### src/rtl/unsorted_list_table_assert.svh
// assertion macros used by the list table datapath
`ifndef UNSORTED_LIST_TABLE_ASSERT_SVH
`define UNSORTED_LIST_TABLE_ASSERT_SVH

// same-cycle implication, held off during reset
`define ULT_ASSERT_IMP(label, clk, rst, ante, cons) \
   label: assert property (@(posedge clk) disable iff (rst) (ante) |-> (cons)) \
      else $error("unsorted list table: check failed");

// next-cycle implication, held off during reset
`define ULT_ASSERT_NXT(label, clk, rst, ante, cons) \
   label: assert property (@(posedge clk) disable iff (rst) (ante) |=> (cons)) \
      else $error("unsorted list table: check failed");

`endif

### src/rtl/ult_pkg.sv
package ult_pkg;

   // fixed port widths
   localparam int OP_W     = 3;
   localparam int PORT_W   = 32;
   localparam int COUNT_W  = 5;
   localparam int STATUS_W = 2;

   // operation codes
   localparam logic [OP_W-1:0] OP_INSERT   = 3'd0;
   localparam logic [OP_W-1:0] OP_DELETE   = 3'd1;
   localparam logic [OP_W-1:0] OP_RETRIEVE = 3'd2;
   localparam logic [OP_W-1:0] OP_RESET    = 3'd3;
   localparam logic [OP_W-1:0] OP_NEXT     = 3'd4;
   localparam logic [OP_W-1:0] OP_EMPTY    = 3'd5;

   // result status codes
   localparam logic [STATUS_W-1:0] ST_OK       = 2'd0;
   localparam logic [STATUS_W-1:0] ST_FULL     = 2'd1;
   localparam logic [STATUS_W-1:0] ST_NOTFOUND = 2'd2;
   localparam logic [STATUS_W-1:0] ST_END      = 2'd3;

   // datapath actions, one per cycle
   typedef enum logic [4:0] {
      ACT_NONE,
      ACT_LOAD,
      ACT_FULL,
      ACT_MISS,
      ACT_END,
      ACT_CUR_RESET,
      ACT_EMPTY,
      ACT_IDX_TOP,
      ACT_IDX_ZERO,
      ACT_IDX_CURSOR,
      ACT_SCAN_STEP,
      ACT_READ,
      ACT_READ_NEXT,
      ACT_MOVE_UP,
      ACT_MOVE_DN,
      ACT_INS_HEAD,
      ACT_HIT,
      ACT_DEL_DONE,
      ACT_GOT,
      ACT_PUSH
   } ult_act_type;

   typedef struct packed {
      ult_act_type act;
   } ult_cmd_type;

   typedef struct packed {
      logic [OP_W-1:0] op;
      logic            count_zero;
      logic            full;
      logic            hit;
      logic            last;
      logic            idx_zero;
      logic            cursor_end;
      logic            rsp_busy;
   } ult_sts_type;

endpackage

### src/rtl/ult_ctrl.sv
module ult_ctrl (
   input  logic                 clock,
   input  logic                 reset,
   input  logic                 req_valid,
   output logic                 req_ready,
   output ult_pkg::ult_cmd_type cmd,
   input  ult_pkg::ult_sts_type sts
);
   import ult_pkg::*;

   typedef enum logic [3:0] {
      S_IDLE,
      S_DISPATCH,
      S_UP_RD,
      S_UP_WR,
      S_INS_HEAD,
      S_SCAN_RD,
      S_SCAN_CMP,
      S_DN_RD,
      S_DN_WR,
      S_NEXT_RD,
      S_NEXT_CAP,
      S_DONE
   } state_type;

   state_type state_ff, state_in;
   logic      req_ready_ff, req_ready_in;

   // next state and datapath action
   always_comb begin
      state_in = state_ff;
      cmd.act  = ACT_NONE;
      unique case (state_ff)
         S_IDLE: begin
            if (req_valid && req_ready_ff) begin
               cmd.act  = ACT_LOAD;
               state_in = S_DISPATCH;
            end
         end
         S_DISPATCH: begin
            unique case (sts.op) inside
               OP_INSERT: begin
                  if (sts.full) begin
                     cmd.act  = ACT_FULL;
                     state_in = S_DONE;
                  end else if (sts.count_zero) begin
                     cmd.act  = ACT_INS_HEAD;
                     state_in = S_DONE;
                  end else begin
                     cmd.act  = ACT_IDX_TOP;
                     state_in = S_UP_RD;
                  end
               end
               OP_DELETE, OP_RETRIEVE: begin
                  if (sts.count_zero) begin
                     cmd.act  = ACT_MISS;
                     state_in = S_DONE;
                  end else begin
                     cmd.act  = ACT_IDX_ZERO;
                     state_in = S_SCAN_RD;
                  end
               end
               OP_RESET: begin
                  cmd.act  = ACT_CUR_RESET;
                  state_in = S_DONE;
               end
               OP_NEXT: begin
                  if (sts.cursor_end) begin
                     cmd.act  = ACT_END;
                     state_in = S_DONE;
                  end else begin
                     cmd.act  = ACT_IDX_CURSOR;
                     state_in = S_NEXT_RD;
                  end
               end
               OP_EMPTY: begin
                  cmd.act  = ACT_EMPTY;
                  state_in = S_DONE;
               end
               default: begin
                  state_in = S_DONE;
               end
            endcase
         end
         // open a slot at the front, moving entries up from the tail
         S_UP_RD: begin
            cmd.act  = ACT_READ;
            state_in = S_UP_WR;
         end
         S_UP_WR: begin
            cmd.act  = ACT_MOVE_UP;
            state_in = sts.idx_zero ? S_INS_HEAD : S_UP_RD;
         end
         S_INS_HEAD: begin
            cmd.act  = ACT_INS_HEAD;
            state_in = S_DONE;
         end
         // linear search from the newest entry
         S_SCAN_RD: begin
            cmd.act  = ACT_READ;
            state_in = S_SCAN_CMP;
         end
         S_SCAN_CMP: begin
            if (sts.hit) begin
               cmd.act  = ACT_HIT;
               state_in = (sts.op == OP_RETRIEVE) ? S_DONE : S_DN_RD;
            end else if (sts.last) begin
               cmd.act  = ACT_MISS;
               state_in = S_DONE;
            end else begin
               cmd.act  = ACT_SCAN_STEP;
               state_in = S_SCAN_RD;
            end
         end
         // close the gap, moving entries down one place
         S_DN_RD: begin
            if (sts.last) begin
               cmd.act  = ACT_DEL_DONE;
               state_in = S_DONE;
            end else begin
               cmd.act  = ACT_READ_NEXT;
               state_in = S_DN_WR;
            end
         end
         S_DN_WR: begin
            cmd.act  = ACT_MOVE_DN;
            state_in = S_DN_RD;
         end
         // fetch the entry under the cursor
         S_NEXT_RD: begin
            cmd.act  = ACT_READ;
            state_in = S_NEXT_CAP;
         end
         S_NEXT_CAP: begin
            cmd.act  = ACT_GOT;
            state_in = S_DONE;
         end
         // hand the word over once the output register is free
         S_DONE: begin
            if (!sts.rsp_busy) begin
               cmd.act  = ACT_PUSH;
               state_in = S_IDLE;
            end
         end
         default: begin
            state_in = S_IDLE;
         end
      endcase
   end

   assign req_ready_in = (state_in == S_IDLE);

   // state and registered ready
   always_ff @(posedge clock) begin
      if (reset) begin
         state_ff     <= S_IDLE;
         req_ready_ff <= 1'b0;
      end else begin
         state_ff     <= state_in;
         req_ready_ff <= req_ready_in;
      end
   end

   assign req_ready = req_ready_ff;

endmodule

### src/rtl/ult_datapath.sv
`include "unsorted_list_table_assert.svh"

module ult_datapath #(
   parameter int LIST_DEPTH = 16,
   parameter int ITEM_WIDTH = 32
) (
   input  logic                             clock,
   input  logic                             reset,
   input  logic [ult_pkg::OP_W-1:0]         req_op,
   input  logic [ult_pkg::PORT_W-1:0]       req_item,
   input  ult_pkg::ult_cmd_type             cmd,
   output ult_pkg::ult_sts_type             sts,
   output logic                             rsp_valid,
   input  logic                             rsp_ready,
   output logic                             rsp_found,
   output logic [ult_pkg::PORT_W-1:0]       rsp_item_out,
   output logic [ult_pkg::COUNT_W-1:0]      rsp_count,
   output logic [ult_pkg::STATUS_W-1:0]     rsp_status
);
   import ult_pkg::*;

   localparam int AW = $clog2(LIST_DEPTH);
   localparam int CW = $clog2(LIST_DEPTH + 1);

   // entry store, slot 0 newest
   logic [ITEM_WIDTH-1:0] mem_ff [LIST_DEPTH];

   logic [OP_W-1:0]       op_ff, op_in;
   logic [ITEM_WIDTH-1:0] item_ff, item_in;
   logic [AW-1:0]         idx_ff, idx_in;
   logic [AW-1:0]         match_ff, match_in;
   logic [ITEM_WIDTH-1:0] rdata_ff;
   logic [CW-1:0]         count_ff, count_in;
   logic [CW-1:0]         cursor_ff, cursor_in;
   logic                  res_found_ff, res_found_in;
   logic [ITEM_WIDTH-1:0] res_item_ff, res_item_in;
   logic [STATUS_W-1:0]   res_status_ff, res_status_in;
   logic                  rsp_valid_ff, rsp_valid_in;
   logic                  rsp_found_ff;
   logic [PORT_W-1:0]     rsp_item_ff;
   logic [COUNT_W-1:0]    rsp_count_ff;
   logic [STATUS_W-1:0]   rsp_status_ff;

   logic [63:0]           req_item_wide;
   logic [63:0]           res_item_wide;
   logic [CW+4:0]         count_wide;
   logic [AW-1:0]         idx_p1;
   logic [CW-1:0]         idx_p1_c;
   logic [CW-1:0]         count_p1;
   logic                  push;
   logic                  rd_en;
   logic [AW-1:0]         rd_addr;
   logic                  wr_en;
   logic [AW-1:0]         wr_addr;
   logic [ITEM_WIDTH-1:0] wr_data;

   // width adaptation between ports and storage
   assign req_item_wide = 64'(req_item);
   assign res_item_wide = 64'(res_item_ff);
   assign count_wide    = (CW + 5)'(count_ff);

   assign idx_p1   = idx_ff + AW'(1);
   assign idx_p1_c = CW'(idx_ff) + CW'(1);
   assign count_p1 = count_ff + CW'(1);
   assign push     = (cmd.act == ACT_PUSH);

   // status back to the controller
   always_comb begin
      sts.op         = op_ff;
      sts.count_zero = (count_ff == '0);
      sts.full       = (count_ff == CW'(LIST_DEPTH));
      sts.hit        = (rdata_ff == item_ff);
      sts.last       = (idx_p1_c >= count_ff);
      sts.idx_zero   = (idx_ff == '0);
      sts.cursor_end = (cursor_ff >= count_ff);
      sts.rsp_busy   = rsp_valid_ff && !rsp_ready;
   end

   // memory port selection
   always_comb begin
      rd_en   = (cmd.act == ACT_READ) || (cmd.act == ACT_READ_NEXT);
      rd_addr = (cmd.act == ACT_READ_NEXT) ? idx_p1 : idx_ff;
      wr_en   = 1'b0;
      wr_addr = idx_ff;
      wr_data = rdata_ff;
      case (cmd.act)
         ACT_MOVE_UP: begin
            wr_en   = 1'b1;
            wr_addr = idx_p1;
         end
         ACT_MOVE_DN: begin
            wr_en   = 1'b1;
         end
         ACT_INS_HEAD: begin
            wr_en   = 1'b1;
            wr_addr = '0;
            wr_data = item_ff;
         end
         default: begin
            wr_en   = 1'b0;
         end
      endcase
   end

   // next values for the working registers
   always_comb begin
      op_in         = op_ff;
      item_in       = item_ff;
      idx_in        = idx_ff;
      match_in      = match_ff;
      count_in      = count_ff;
      cursor_in     = cursor_ff;
      res_found_in  = res_found_ff;
      res_item_in   = res_item_ff;
      res_status_in = res_status_ff;
      unique case (cmd.act)
         ACT_LOAD: begin
            op_in         = req_op;
            item_in       = req_item_wide[ITEM_WIDTH-1:0];
            res_found_in  = 1'b0;
            res_item_in   = '0;
            res_status_in = ST_OK;
         end
         ACT_FULL:       res_status_in = ST_FULL;
         ACT_MISS:       res_status_in = ST_NOTFOUND;
         ACT_END:        res_status_in = ST_END;
         ACT_CUR_RESET:  cursor_in = '0;
         ACT_EMPTY: begin
            count_in  = '0;
            cursor_in = '0;
         end
         ACT_IDX_TOP:    idx_in = AW'(count_ff - CW'(1));
         ACT_IDX_ZERO:   idx_in = '0;
         ACT_IDX_CURSOR: idx_in = cursor_ff[AW-1:0];
         ACT_SCAN_STEP:  idx_in = idx_p1;
         ACT_MOVE_UP:    idx_in = idx_ff - AW'(1);
         ACT_MOVE_DN:    idx_in = idx_p1;
         ACT_INS_HEAD: begin
            count_in = count_p1;
            // cursor follows its entry unless it sits before the first one
            if (cursor_ff != '0 && cursor_ff < count_p1) begin
               cursor_in = cursor_ff + CW'(1);
            end
         end
         ACT_HIT: begin
            res_found_in = 1'b1;
            match_in     = idx_ff;
         end
         ACT_DEL_DONE: begin
            count_in = count_ff - CW'(1);
            if (cursor_ff > CW'(match_ff)) begin
               cursor_in = cursor_ff - CW'(1);
            end
         end
         ACT_GOT: begin
            res_item_in = rdata_ff;
            cursor_in   = cursor_ff + CW'(1);
         end
         default: begin
            op_in = op_ff;
         end
      endcase
   end

   // output register handshake
   always_comb begin
      if (push) begin
         rsp_valid_in = 1'b1;
      end else if (rsp_ready) begin
         rsp_valid_in = 1'b0;
      end else begin
         rsp_valid_in = rsp_valid_ff;
      end
   end

   // entry store write and registered read
   always_ff @(posedge clock) begin
      if (wr_en) begin
         mem_ff[wr_addr] <= wr_data;
      end
      if (rd_en) begin
         rdata_ff <= mem_ff[rd_addr];
      end
   end

   // list state and output valid
   always_ff @(posedge clock) begin
      if (reset) begin
         count_ff     <= '0;
         cursor_ff    <= '0;
         rsp_valid_ff <= 1'b0;
      end else begin
         count_ff     <= count_in;
         cursor_ff    <= cursor_in;
         rsp_valid_ff <= rsp_valid_in;
      end
   end

   // working and result payload
   always_ff @(posedge clock) begin
      op_ff         <= op_in;
      item_ff       <= item_in;
      idx_ff        <= idx_in;
      match_ff      <= match_in;
      res_found_ff  <= res_found_in;
      res_item_ff   <= res_item_in;
      res_status_ff <= res_status_in;
      if (push) begin
         rsp_found_ff  <= res_found_ff;
         rsp_item_ff   <= res_item_wide[PORT_W-1:0];
         rsp_count_ff  <= count_wide[COUNT_W-1:0];
         rsp_status_ff <= res_status_ff;
      end
   end

   assign rsp_valid    = rsp_valid_ff;
   assign rsp_found    = rsp_found_ff;
   assign rsp_item_out = rsp_item_ff;
   assign rsp_count    = rsp_count_ff;
   assign rsp_status   = rsp_status_ff;

   // checks
   `ULT_ASSERT_IMP(a_cursor_in_list, clock, reset, 1'b1, cursor_ff <= count_ff)
   `ULT_ASSERT_IMP(a_push_when_free, clock, reset, push, !(rsp_valid_ff && !rsp_ready))
   `ULT_ASSERT_NXT(a_push_shows_word, clock, reset, push, rsp_valid_ff)
   `ULT_ASSERT_NXT(a_insert_counts, clock, reset, cmd.act == ACT_INS_HEAD,
                   count_ff == $past(count_ff) + CW'(1))

endmodule

### src/rtl/unsorted_list_table.sv
// channel   ports                                                           direction
// req       req_valid req_ready req_op req_item                             in
// rsp       rsp_valid rsp_ready rsp_found rsp_item_out rsp_count rsp_status out
//
// one word is worked on at a time; entries move through the entry store, each one
// read and then written back one place over: a non-full insert moves every entry up
// before writing slot 0, delete scans from the newest entry and closes the gap,
// retrieve scans only, and get next reads the entry under the cursor
// reset is synchronous and active high and empties the list at once
// a stalled result holds in the output register; the next word is accepted meanwhile
module unsorted_list_table #(
   parameter int LIST_DEPTH = 16,
   parameter int ITEM_WIDTH = 32
) (
   input  logic                         clock,
   input  logic                         reset,
   input  logic                         req_valid,
   output logic                         req_ready,
   input  logic [ult_pkg::OP_W-1:0]     req_op,
   input  logic [ult_pkg::PORT_W-1:0]   req_item,
   output logic                         rsp_valid,
   input  logic                         rsp_ready,
   output logic                         rsp_found,
   output logic [ult_pkg::PORT_W-1:0]   rsp_item_out,
   output logic [ult_pkg::COUNT_W-1:0]  rsp_count,
   output logic [ult_pkg::STATUS_W-1:0] rsp_status
);
   import ult_pkg::*;

   ult_cmd_type cmd;
   ult_sts_type sts;

   // sequencer
   ult_ctrl u_ctrl (
      .clock     (clock),
      .reset     (reset),
      .req_valid (req_valid),
      .req_ready (req_ready),
      .cmd       (cmd),
      .sts       (sts)
   );

   // entry store, list state and output register
   ult_datapath #(
      .LIST_DEPTH (LIST_DEPTH),
      .ITEM_WIDTH (ITEM_WIDTH)
   ) u_datapath (
      .clock        (clock),
      .reset        (reset),
      .req_op       (req_op),
      .req_item     (req_item),
      .cmd          (cmd),
      .sts          (sts),
      .rsp_valid    (rsp_valid),
      .rsp_ready    (rsp_ready),
      .rsp_found    (rsp_found),
      .rsp_item_out (rsp_item_out),
      .rsp_count    (rsp_count),
      .rsp_status   (rsp_status)
   );

endmodule
### config.mk
export PLATFORM = sky130hd
export DESIGN_NAME = unsorted_list_table
export DESIGN_NICKNAME = d
export VERILOG_FILES = /design/src/rtl/ult_pkg.sv /design/src/rtl/ult_ctrl.sv /design/src/rtl/ult_datapath.sv /design/src/rtl/unsorted_list_table.sv
export VERILOG_INCLUDE_DIRS = /design/src /design/src/rtl
export SDC_FILE = /design/constraint.sdc
export NUM_CORES = 1
export LEC_CHECK = 0
export BUFFER_PORTS_ARGS = -buffer_cell sky130_fd_sc_hd__buf_2
export CAP_MARGIN = 20
export CELL_PAD_IN_SITES_DETAIL_PLACEMENT = 1
export CELL_PAD_IN_SITES_GLOBAL_PLACEMENT = 1
export CORE_ASPECT_RATIO = 0.8
export CORE_MARGIN = 2
export CORE_UTILIZATION = 35
export DETAILED_ROUTE_END_ITERATION = 12
export GPL_TIMING_DRIVEN = 0
export PLACE_DENSITY = 0.53
export SYNTH_ARGS = -nofsm -noshare
export SYNTH_HDL_FRONTEND = slang
export SYNTH_SLANG_ARGS = --single-unit
export TNS_END_PERCENT = 100
### constraint.sdc
create_clock -name clock -period 5.63 [get_ports clock]
set_clock_uncertainty 0.1 [all_clocks]
set_input_delay 0.563 -clock clock [delete_from_list [all_inputs] [get_ports clock]]
set_output_delay 0.563 -clock clock [all_outputs]
set_load 0.01 [all_outputs]
After elaboration in Yosys (flattened, before gate mapping)
Memory sizes are Yosys's and may differ from the RTL's. A register that Yosys moved wholly into a read port is not among the register bits.
Index checks and enable logic that the tools add are counted.
- bits in registers: 134
- memory bits (writable): 512
- input bits: 39
- output and inout bits: 42
- logic and storage cells: 132
- memories kept: 1
- memories (name ; words ; width ; read ports ; clocked after Yosys merged registers in ; wr ports ; RTL line ; source):
    u_datapath.mem_ff ; 16 ; 32 ; 1 ; 1 ; 1 ; ult_datapath.sv:26 ; logic [ITEM_WIDTH-1:0] mem_ff [LIST_DEPTH];
- add/sub/neg operators: 7
- order comparisons: 4
- equal/unequal tests: 39
- mux-type cells: 40
- reduce and logical (&&, ||, !) cells: 25
- operator list (operator ; number):
    one-hot mux 32 bit (2 select lines) ; 1
    two-way mux 4 bit ; 13
    one-hot mux 5 bit (10 select lines) ; 1
    one-hot mux 4 bit (11 select lines) ; 1
    equality test 5 x 4 -> 1 bit (second input constant) ; 8
    equality test 32 bit ; 1
    two-way mux 32 bit ; 1
    two-way mux 5 bit ; 6
    equality test 5 bit (second input constant) ; 5
    one-hot mux 5 bit (5 select lines) ; 1
    equality test 5 x 3 -> 1 bit (second input constant) ; 4
    one-hot mux 4 bit (5 select lines) ; 1
    one-hot mux 5 bit (4 select lines) ; 1
    equality test 4 x 3 -> 1 bit (second input constant) ; 4
    equality test 4 bit (second input constant) ; 4
    one-hot mux 5 bit (3 select lines) ; 1
    zero test 4 bit ; 3
    one-hot mux 4 bit (3 select lines) ; 1
    adder 5 x 1 -> 5 bit (second input constant) ; 2
    equality test 5 x 2 -> 1 bit (second input constant) ; 2
    greater-or-equal comparator 5 bit ; 2
    nonzero test 5 bit ; 2
    subtractor 5 x 1 -> 5 bit (second input constant) ; 2
    equality test 4 x 2 -> 1 bit (second input constant) ; 2
    other kinds (28) ; 46

Logic depth before layout (Yosys ltp)
- depth after elaboration: 10
- mapped depth: 16
- depth with buffers taken out: 15

Modules after synthesis
A second synthesis with hierarchy kept.
- cells, all modules: 2445
- area, all modules: 33225.6 µm²
- modules (own cells, without submodules) (module ; instances ; cells each ; area each (µm²) ; sequential area each (µm²)):
    ult_datapath ; 1 ; 2334 ; 32408.6 ; 20099.3
    ult_ctrl ; 1 ; 111 ; 817.0 ; 100.1

Worst setup path after synthesis
OpenSTA, ideal clock, no wires.
- path type: flip-flop to flip-flop
- from: register u_datapath.idx_ff[0]
- to: memory u_datapath.mem_ff[12][0], enable pin
- library setup time: 421 ps
- data arrival time: 4384 ps
- required time: 5109 ps
- path slack: 725 ps
- stages on the path, launching flop included: 13
- buffers on the path: 1
- clock period less this slack: 4905 ps
- cells stage by stage: edfxtp_1 clkbuf_1 inv_1 ha_1 ha_1 nand2_1 o21ai_1 a21oi_1 o211ai_2 o22a_1 a221o_1 a221o_1 nor2_1
- longest elaborated chain between the ends: 10
- elaborated cells on any way between the ends: 15
- those cells by class: add/sub: 2; order compare: 1; eq/ne: 3; mux: 8; reduce/logical: 1
- RTL lines (what ; RTL line ; source):
    start: declaration ; ult_datapath.sv:30 ; logic [AW-1:0] idx_ff, idx_in;
    start signal: assignment ; ult_datapath.sv:203 ; idx_ff <= idx_in;
    adder 4 x 1 -> 5 bit ; ult_datapath.sv:63 ; assign idx_p1_c = CW'(idx_ff) + CW'(1);
    greater-or-equal comparator 5 bit ; ult_datapath.sv:73 ; sts.last = (idx_p1_c >= count_ff);
    two-way mux 4 bit ; ult_ctrl.sv:107 ; end else if (sts.last) begin
    two-way mux 5 bit ; ult_ctrl.sv:104 ; if (sts.hit) begin
    one-hot mux 5 bit (10 select lines) ; ult_ctrl.sv:33 ; unique case (state_ff)
    equality test 5 x 4 -> 1 bit ; ult_datapath.sv:86 ; case (cmd.act)
    OR reduction 3 bit (no line) ; n/a ;
    two-way mux 1 bit ; ult_datapath.sv:86 ;
    two-way mux 1 bit ; ult_datapath.sv:178 ; if (wr_en) begin
    two-way mux 1 bit (not written as such) ; ult_datapath.sv:179 ; mem_ff[wr_addr] <= wr_data;
    end: declaration ; ult_datapath.sv:26 ;
Several ways; a longest one is shown, not always the timed one.

Worst setup path after layout
- from: register u_datapath.idx_ff[0]
- to: memory u_datapath.mem_ff[4][24], enable pin
Same word-level chain as after synthesis.

==> key figures <==
Status
  • Status: finished clean

Synth
  • Yosys top cell by area: edfxtp_1
  • Synth Cell Area: 0.0276 mm^2
  • EDFF count, synth: 662
  • Synth warn: 0
  • Top cells by area, synth: edfxtp_1, mux4_2, nand2_1, xnor2_1, nand3_1
  • Fraction of registers with async set/reset: 0
  • Syn Nets: 1,785
  • Synth Flop Type: edfxtp_1
  • Avg Inst Size Synth: 16.0 um^2
  • Number of synthesized register bits: 678
  • Sequential area share after synthesis: 0.733
  • Synthesized instance count: 1,718
  • Post-synth cell types: 80
  • Share of the synthesized area in the top cell type: 0.722

Worst setup path
  • Critical Path RT: 5.90 ns
  • CP startpoint kind: flop
  • WP buf/inv: 4
  • CP max stage cell: a32oi_1
  • CP arrival: 5.63 ns
  • CP Max Fanout: 13
  • CP Class: flop to flop
  • Peak per-stage delay on the critical path: 0.78 ns
  • Crit-path cells: clkbuf_1 -> inv_1 -> ha_1 -> ha_1 -> nand2_1 -> o21ai_1 -> a21oi_1 -> o211ai_2 -> o22ai_1 -> o21ai_0 -> a32oi_1 -> nor2_4 -> buf_16 -> buf_16
  • Worst setup EP type: flop
  • Crit-path leading delay family: compound AO/OA/AOI/OAI gates

Clocking
  • Clock latency on the worst-skew pair: 0.65 ns
  • CTS Sinks: 678
  • Num CTS Buffers: 73
  • Clock-pin slew on the worst setup and hold paths: 0.06 ns
  • H-tree depth: 3
  • TritonCTS clock tree: built
  • Clock buffer depth: 3
  • Root Buffer: clkbuf_16

Finish
  • Area growth, synth to finish: 18.9%
  • Fin area: 0.0328 mm^2
  • # nets final: 2,013
  • Most frequent cells in the layout: edfxtp_1, nand2_1, buf_2
  • Most common cell after layout, fill and taps aside: edfxtp_1
  • Layout cells sized above 1: 0.169

GRT
  • Vias in the first global route: 16,700
  • GRT Util Overall: 0.202
  • Global-route wire length before repair: 117 mm
  • Largest net degree at the start of global routing: 25
  • Global route total overflow: 0
  • Initial antenna violation count: 5

Floorplan
  • DIE WIDTH: 318 um
  • Initial core utilization: 0.355
  • I/O pin count: 81
  • Row count: 91
  • Die area: 0.0810 mm^2
  • Die Y-Extent: 255 um
  • Core area: 0.0775 mm^2

Timing
  • Max-slew violations: 0
  • Slew Limit Headroom: 0.269
  • Final Critical Period: 5.35 ns
  • Achievable frequency: 187 MHz
  • Fin. Hold Viols: 0
  • Measured slew at the worst slew-check pin: 1.09 ns
  • Setup violators final: 0
  • RSZ-0062 raised after global routing: no
  • WHS: 0.299 ns
  • Setup ws final: 0.278 ns
  • Period utilisation layout: 0.951

Power
  • Worst IR Drop VDD: 0.000272 V
  • Total power: 17.4 mW
  • Power per cell area: 531 mW/mm^2
  • Lkg Pwr: 10.8 nW

Drt
  • DR vias: 16,000
  • Drt wl/cell: 26.9 um
  • DRC viols: 0
  • Vias per std cell: 5.29
  • Drt pass-1 iters: 4
  • Detailed Route WL: 81.3 mm
  • DRT antenna net count: 0
  • First DRT Iteration DRCs: 1,200

Worst hold path
  • Hold WC Path Type: primary input to flop

Placement
  • Post-DP HPWL: 55.4 mm
  • Placed cell area: 0.0301 mm^2
  • Placer Congestion: 0.809
  • Pre-CTS WS: 0.175 ns
  • Port buffer count: 79

Run
  • MaxCap Viol Count: 0
## synthesized netlist by cell type (3+ instances only)
| master | number |
|---|---|
| ha_1 | 27 |
| o21ai_1 | 6 |
| and2_1 | 6 |
| a21oi_1 | 31 |
| nor2_1 | 48 |
| nand2_1 | 255 |
| buf_2 | 18 |
| mux2_1 | 33 |
| edfxtp_1 | 662 |
| mux2i_1 | 35 |
| a211oi_1 | 5 |
| o32ai_1 | 3 |
| nor3_1 | 11 |
| a31oi_1 | 7 |
| inv_1 | 30 |
| o21ai_2 | 3 |
| a22oi_1 | 36 |
| o221ai_1 | 4 |
| o211ai_1 | 3 |
| and3_1 | 34 |
| o31ai_1 | 3 |
| xor2_1 | 3 |
| xnor2_1 | 52 |
| dfxtp_1 | 16 |
| nor4_1 | 4 |
| a21o_1 | 5 |
| clkbuf_1 | 65 |
| a32oi_1 | 33 |
| nor2b_1 | 6 |
| nand4_1 | 42 |
| nand3_1 | 78 |
| mux4_2 | 64 |
| buf_1 | 4 |
| nand2b_1 | 9 |
| o21ai_0 | 20 |
## cells by family (layout without fill, tap and decap cells)
| logic type | after synthesis | after routing | synth area share |
|---|---|---|---|
| and+or+nand+nor | 512 | 512 | 0.0871 |
| AOI/OAI and AO/OA | 195 | 195 | 0.0538 |
| adders and majority gates | 28 | 28 | 0.0130 |
| xor gates and xnor gates | 55 | 55 | 0.0175 |
| muxes | 132 | 132 | 0.0785 |
| other | 0 | 2 | 0 |
| buffers and inverters | 118 | 401 | 0.0169 |
| DFF | 678 | 678 | 0.733 |
## worst paths after layout
check	depth (start not counted)	endpoint	from	slack (ns)
max	14	u_datapath.mem_ff[4][24]	u_datapath.idx_ff[0]	0.28
min	4	u_datapath.rsp_valid	rsp_ready	0.30
max reg2reg	14	u_datapath.mem_ff[4][24]	u_datapath.idx_ff[0]	0.28
min reg2reg	0	u_datapath.rsp_item_out[4]	u_datapath.res_item_ff[4]	0.32
## metrics by stage
step,setup TNS [ns],std cells,utilization
2_1_floorplan,0,1718,-
3_3_place_gp,-1251.65,2820,0.377
3_5_place_dp,0,2853,0.388
4_1_cts,0,3018,0.422
5_1_grt,0,3024,0.423
6_report,0,3026,0.423
## routing by layer
metal | wire, um | vias up | global-route usage
met3 | 3310 | 99 | 0.0306
met4 | 1890 | 2 | 0.0588
met1 | 39200 | 8365 | 0.292
met5 | 13 | - | 0
li1 | - | 7179 | -
met2 | 36800 | 354 | 0.319
## layout make-up
type,count,area [um^2]
inverter,30,113
clock inverter,39,412
clock buffer,91,1890
sequential,678,20200
buffer,88,357
tap,1023,1280
antenna,2,5.00
multi-input combinational,922,7020
fill,7639,44800
timing repair buffer,153,1490
## worst reg2reg max path, delay by kind of cell (launching register included)
family | cells | cell delay, ns
and+or+nand+nor | 2 | 0.35
buffers and inverters | 4 | 0.99
DFF | 1 | 0.49
adders and majority gates | 2 | 0.71
AOI/OAI and AO/OA | 6 | 2.42
## power by group
part	leakage, nW	switching [mW]	total, mW	internal, mW
Clock	1.11	2.04	4.69	2.65
Combinational	3.64	4.08	5.88	1.80
Sequential	6.10	0.215	6.81	6.60
## state kept, by name (all words and copies together) (netlist names)
register / cells
u_datapath.rsp_valid: 1
u_datapath.match_ff: 4
u_datapath.rsp_status: 2
u_datapath.rsp_item_out: 32
u_datapath.idx_ff: 4
u_ctrl.req_ready: 1
u_datapath.count_ff: 5
u_datapath.mem_ff: 512
u_datapath.rsp_count: 5
u_datapath.res_item_ff: 32
u_datapath.op_ff: 3
u_datapath.rdata_ff: 32
u_datapath.cursor_ff: 5
u_datapath.rsp_found: 1
u_datapath.res_status_ff: 2
u_datapath.res_found_ff: 1
u_ctrl.state_ff: 4
u_datapath.item_ff: 32
## repair_timing
item,CTS,global route
hold endpoints to repair,35,0
hold buffers,35,0
setup endpoints to repair,0,59
setup buffers,0,4
gates resized for setup,0,6
(Power assumes the default switching activity.)
